[src/rtl/assert_macros.svh]
// Assertion macros for the RTL of the point to segment distance block.
// No dependencies; each macro compiles to nothing when ASSERT_OFF is defined.
`ifndef ASSERT_MACROS_SVH
`define ASSERT_MACROS_SVH
`ifndef ASSERT_OFF
// Property checked at every rising edge outside reset.
`define ASSERT_PROP(lbl, clk, rst_n, prop) \
  lbl: assert property (@(posedge clk) disable iff (!rst_n) (prop)) \
    else $error("assertion failed");
// Implication: when cond holds, prop holds in the next cycle.
`define ASSERT_NEXT(lbl, clk, rst_n, cond, prop) \
  lbl: assert property (@(posedge clk) disable iff (!rst_n) (cond) |=> (prop)) \
    else $error("assertion failed");
`else
`define ASSERT_PROP(lbl, clk, rst_n, prop)
`define ASSERT_NEXT(lbl, clk, rst_n, cond, prop)
`endif
`endif

[src/rtl/psd_pkg.sv]
// Package for the point to segment distance block: widths, register indexes, part codes.
// No dependencies.
package psd_pkg;

  localparam int COORD_W     = 32;
  localparam int FRAC_BITS   = 16;
  localparam int DIFF_W      = COORD_W + 1;
  localparam int PROD_W      = 2 * DIFF_W;
  localparam int SUM_W       = PROD_W + 1;
  localparam int RAD_W       = SUM_W + 1;
  localparam int ROOT_W      = RAD_W / 2;
  localparam int REM_W       = ROOT_W + 2;
  localparam int SQRT_STAGES = RAD_W / 2;
  localparam int NUM_W       = PROD_W;
  localparam int QUO_W       = NUM_W - ROOT_W;
  localparam int DIV_STAGES  = QUO_W;
  localparam int DIR_W       = FRAC_BITS + 2;
  localparam int PART_W      = 2;
  localparam int CFG_IDX_W   = 2;

  localparam logic [CFG_IDX_W-1:0] REG_START_X = 2'd0;
  localparam logic [CFG_IDX_W-1:0] REG_START_Y = 2'd1;
  localparam logic [CFG_IDX_W-1:0] REG_END_X   = 2'd2;
  localparam logic [CFG_IDX_W-1:0] REG_END_Y   = 2'd3;

  localparam logic [PART_W-1:0] PART_START = 2'd0;
  localparam logic [PART_W-1:0] PART_INNER = 2'd1;
  localparam logic [PART_W-1:0] PART_END   = 2'd2;

  function automatic logic [DIFF_W-1:0] mag_diff(input logic [DIFF_W-1:0] v);
    return v[DIFF_W-1] ? DIFF_W'(~v + 1'b1) : v;
  endfunction

endpackage

[src/rtl/psd_sqrt.sv]
// Pipelined integer square root, one root bit per stage (floor of the root).
// Depends on psd_pkg.
module psd_sqrt import psd_pkg::*; (
  input  logic              clk_i,
  input  logic              en_i,
  input  logic [RAD_W-1:0]  rad_i,
  output logic [ROOT_W-1:0] root_o
);

  logic [RAD_W-1:0]  rad_q  [SQRT_STAGES];
  logic [REM_W-1:0]  rem_q  [SQRT_STAGES];
  logic [ROOT_W-1:0] root_q [SQRT_STAGES];

  for (genvar k = 0; k < SQRT_STAGES; k++) begin : g_stage
    logic [RAD_W-1:0]  rad_in;
    logic [REM_W-1:0]  rem_in;
    logic [ROOT_W-1:0] root_in;
    logic [REM_W+1:0]  trial;
    logic [REM_W+1:0]  sub;
    logic              ge;

    if (k == 0) begin : g_head
      assign rad_in  = rad_i;
      assign rem_in  = '0;
      assign root_in = '0;
    end else begin : g_body
      assign rad_in  = rad_q[k-1];
      assign rem_in  = rem_q[k-1];
      assign root_in = root_q[k-1];
    end

    // bring down two radicand bits, try root*4+1
    assign trial = {rem_in, rad_in[RAD_W-1 -: 2]};
    assign sub   = {2'b00, root_in, 2'b01};
    assign ge    = trial >= sub;

    always_ff @(posedge clk_i) begin
      if (en_i) begin
        rad_q[k]  <= {rad_in[RAD_W-3:0], 2'b00};
        rem_q[k]  <= ge ? REM_W'(trial - sub) : trial[REM_W-1:0];
        root_q[k] <= {root_in[ROOT_W-2:0], ge};
      end
    end
  end

  assign root_o = root_q[SQRT_STAGES-1];

endmodule

[config.mk]
export PLATFORM = sky130hd
export DESIGN_NAME = psd_sqrt
export DESIGN_NICKNAME = d
export VERILOG_FILES = /design/src/rtl/assert_macros.svh /design/src/rtl/psd_pkg.sv /design/src/rtl/psd_sqrt.sv
export SDC_FILE = /design/constraint.sdc
export NUM_CORES = 2
export LEC_CHECK = 0
export BUFFER_PORTS_ARGS = -buffer_cell sky130_fd_sc_hd__buf_4
export CORE_MARGIN = 8
export CORE_UTILIZATION = 45
export CTS_CLUSTER_SIZE = 12
export DETAILED_ROUTE_END_ITERATION = 7
export MAX_ROUTING_LAYER = met4
export PLACE_DENSITY_LB_ADDON = 0.05
export SETUP_SLACK_MARGIN = 0.2
export SLEW_MARGIN = 40
export SYNTH_ARGS = -nofsm -noshare
export SYNTH_HDL_FRONTEND = slang
export SYNTH_MEMORY_MAX_BITS = 65536
export SYNTH_SLANG_ARGS = --single-unit
[constraint.sdc]
create_clock -name clk_i -period 5.7 [get_ports clk_i]
set_clock_uncertainty 0.2 [all_clocks]
set_input_delay 0.285 -clock clk_i [delete_from_list [all_inputs] [get_ports clk_i]]
set_output_delay 0.285 -clock clk_i [all_outputs]
set_load 0.02 [all_outputs]
==> summary.md <==
| Metric | Value |
|---|---|
| Post-DP HPWL | 211.9 mm |
| Final period utilization | 0.7964 |
| Worst Hold Path Cells | 0 |
| Worst-path cell chain | ha_1 -> nor2b_1 -> o31ai_1 -> a21oi_1 -> a221oi_1 -> o41ai_1 -> a311oi_1 -> o31a_1 -> buf_4 -> o21ai_0 |
| Synth warnings | 0 |
| Clock tree root buffer cell | clkbuf_16 |
| Switching pwr | 17.53 mW |
| Synth area leaders | edfxtp_1 (65%), ha_1 (6.0%), xor2_1 (3.3%) |
| Slowest cell on the critical path | a311oi_1 |
| Met2 WL | 145.9 mm |
| Starting Density | 0.4518 |
| DRC | 0 |
| FF-to-FF setup slack | 1160 ps |
| Logic pwr share | 0.202 |
| Min cycle time layout | 4540 ps |
| Metal-1 WL | 129.0 mm |
| VDD IR max | 284.8 uV |
| WP data required | 6010 ps |
| Max stage delay on crit path | 630 ps |
| RSZ-0062 raised after global routing | false |
| Pre-antenna DRT Iters | 5 |
| Clk buf depth | 4 |
| Ys async rst share | 0 |
| Post-synthesis compound-gate area fraction | 0.09515 |
| Synth top cells by count | edfxtp_1 (2,852), inv_1 (793), nand2_1 (738) |
| Max cap viols | 0 |
| Tightest Pin Transition | 899.0 ps |
| Worst Reg-to-Reg Cells | 10 |
| Global-route wire length before repair | 459.6 mm |
| Multi-input gate area | 43,410 sq um |
| Relative max-transition margin | 0.4007 |
| Crit path capture type | flop |
| Gate Count Post-Synth | 10.31k |
| Syn nets | 11.01k |
| Vias per inst | 5.365 |
| Port Buf Inserts | 103 |
| TNS Setup | 0 ps |
| Worst setup startpoint | rem_q[23][0] |
| Mux cell area share after synthesis | 0.006702 |
| Synth Area in XOR/XNOR | 0.06380 |
| Final GP Congestion | 0.8869 |
| Largest family of logic cells by synthesized area | simple AND/OR/NAND/NOR gates |
| Area of the mapped netlist | 132,700 sq um |
| Highest routed layer | met4 |
| Skew-Pair Late Insertion Delay | 900 ps |
| Most common cell in the netlist | edfxtp_1 |
| CTS buffer count | 322 |
| Post-CTS Resized | 0 |
| Pin count of the biggest net entering global routing | 173 |
| Non-filler cells, final | 14.89k |
| FF/Latch Area | 85,640 sq um |
| Crit Path Max Fanout | 46 |
| Nets@finish | 11.44k |
| Cts-stage hold buffer count | 138 |
| FILL cells | 25.29k |
| Utilization after layout | 0.5120 |
| Area Overhead vs Synth | 13.32% |
| Status | complete, no violations |
| Endpoints failing hold | 0 |
| Die X | 559.1 um |
| Count of different cell masters after synthesis | 92 |
| Crit path launch type | flop |
| Metal3 WL | 10.02 mm |
| Seq/Total Area, Yosys | 0.6452 |
| Antenna violations before repair | 8 |
| I/O Pins | 104 |
| Die area | 312,600 sq um |
| Hold Crit Class | reg2reg |
| Via count | 79.89k |
| Drt wl/cell | 19.79 um |
| WL final | 294.7 mm |
| Count of state elements after synthesis | 2,852 |
| PwrDens | 406.3 nW/um^2 |
| Clk network pwr share | 0.331 |
| Critical path arrival | 4850 ps |
| Post-synth EDFFs | 2,852 |
| Critical path destination | rem_q[24][2] |
| Setup CP Type | reg2reg |
| Final Setup Violations | 0 |
| Ratio of cells with drive above 1 in the final layout | 0.07420 |
| Setup bufs post-CTS | 0 |
| Sw Ratio | 0.2869 |
| Top cell type's share of synthesized area | 0.6452 |
| Worst r2r src | rem_q[23][0] |
| Post-synth top flop | edfxtp_1 |
| Post-Place Cells | 14.19k |
| CORE AREA | 293,800 sq um |
| H-tree depth | 5 |
| Fmax | 0.2203 GHz |
| Sink Count | 2,852 |
| Iter 0 DRT Violations | 6,021 |
| Vias in the first global route | 79.90k |
| Worst r2r dst | rem_q[24][2] |
| Yosys top cell by area | edfxtp_1 |
| Final Max Slew Viols | 0 |
| Post-route ant nets | 0 |
| Clock slew at reported path FFs | 60 ps |
| CTS tree | yes |
| Die Ht | 559.1 um |
| Share of synthesized cell area in full adder, half adder and majority cells | 0.05957 |
| GRT Total Usage | 0.1882 |
| Internal Power | 43.58 mW |
| Rows | 199 |
| Total grt overflow | 0 |
| Flop pwr share | 0.467 |
| Post-Synth Simple-Gate Area | 0.1006 |
| Syn Area/Cell | 12.88 sq um |
| P_leak | 56.90 nW |
==> routing by layer <==
metal,GRT usage,vias to the layer above
met1,0.2377,38855
met4,0.06035,0
met3,0.02022,539
met5,-,-
met2,0.3198,1541
li1,-,38956
==> power by group through the flow <==
stage | clock, mW | combinational (mW) | sequential [mW]
after floorplan | 0 | 8.98 | 27.9
after global placement | 0 | 12.2 | 29.0
after detailed placement | 0 | 12.2 | 29.0
after CTS | 20.9 | 12.4 | 28.6
after global routing | 21.7 | 13.8 | 28.8
final | 20.2 | 12.4 | 28.5
==> state kept, by name, indices dropped and copies added, names as in the netlist <==
signal and count:
rem_q 1135, rad_q 1122, root_q 595
==> stage by stage <==
step	worst slack, ps	power (mW)	area [sq um]	hold WS [ps]
after floorplan	1924	36.92	132700	183.9
after global placement	1275	41.15	138600	200.4
after detailed placement	1179	41.23	138600	204.5
after CTS	1161	61.92	150300	206.4
after global routing	790.8	64.29	150400	185.8
final	1160	61.11	150400	199.4
==> logic make-up (layout without fill, tap and decap cells) <==
logic type	count (synthesis)	after routing
adders and majority gates	632	632
AOI/OAI and AO/OA	2062	2062
and+or+nand+nor	2689	2689
other	1	3
muxes	80	80
buffers and inverters	1022	1688
DFF	2852	2852
xor gates and xnor gates	967	967
==> how the worst min path moves through the flow <==
stage                        startpoint             to
after global routing               en_i   rad_q[0][39]
after floorplan                rad_i[0]    rad_q[0][0]
after global placement     rad_q[0][11]   rad_q[1][13]
after detailed placement   rad_q[9][32]  rad_q[10][34]
final                     rad_q[20][42]  rad_q[21][44]
after CTS                  rad_q[0][57]   rad_q[1][59]
==> cell usage in the layout, fill, tap and decap left out, types with 52 or more instances in the layout <==
master,netlist,routed
edfxtp_1,2852,2852
inv_1,793,793
nand2_1,738,738
a21oi_1,655,654
ha_1,632,632
nor2_1,610,609
o21ai_0,570,570
xor2_1,504,504
xnor2_1,463,463
clkbuf_16,0,326
a21o_1,263,263
nor3_1,252,248
nand3_1,180,180
buf_4,0,169
dlygate4sd3_1,0,138
nand2b_1,136,136
nor4_1,129,124
nand4_1,110,110
or3_1,107,107
o21a_1,89,89
or4_1,83,83
nor2b_1,73,73
o31ai_1,68,67
mux2_2,67,67
clkinv_1,0,66
clkbuf_1,204,60
a31oi_1,60,59
or2_2,59,59
o21bai_1,52,52
==> area by class of cell <==
type | instances | share of cell area
Sequential cell | 2852 | 0.5693
Antenna cell | 2 | 0.00003327
Inverter | 796 | 0.01986
Multi-Input combinational cell | 6431 | 0.2886
Tap cell | 3919 | 0.03260
Clock inverter | 172 | 0.01251
Clock buffer | 386 | 0.05573
Timing Repair Buffer | 334 | 0.02136
==> critical path: cells and delay by family, from the launching register on <==
family                     cells  cell delay, ps
adders and majority gates      1             370
and+or+nand+nor                1             170
AOI/OAI and AO/OA              7            2590
buffers and inverters          1             430
DFF                            1             400
Note: power is estimated with default switching activity, not from simulation.
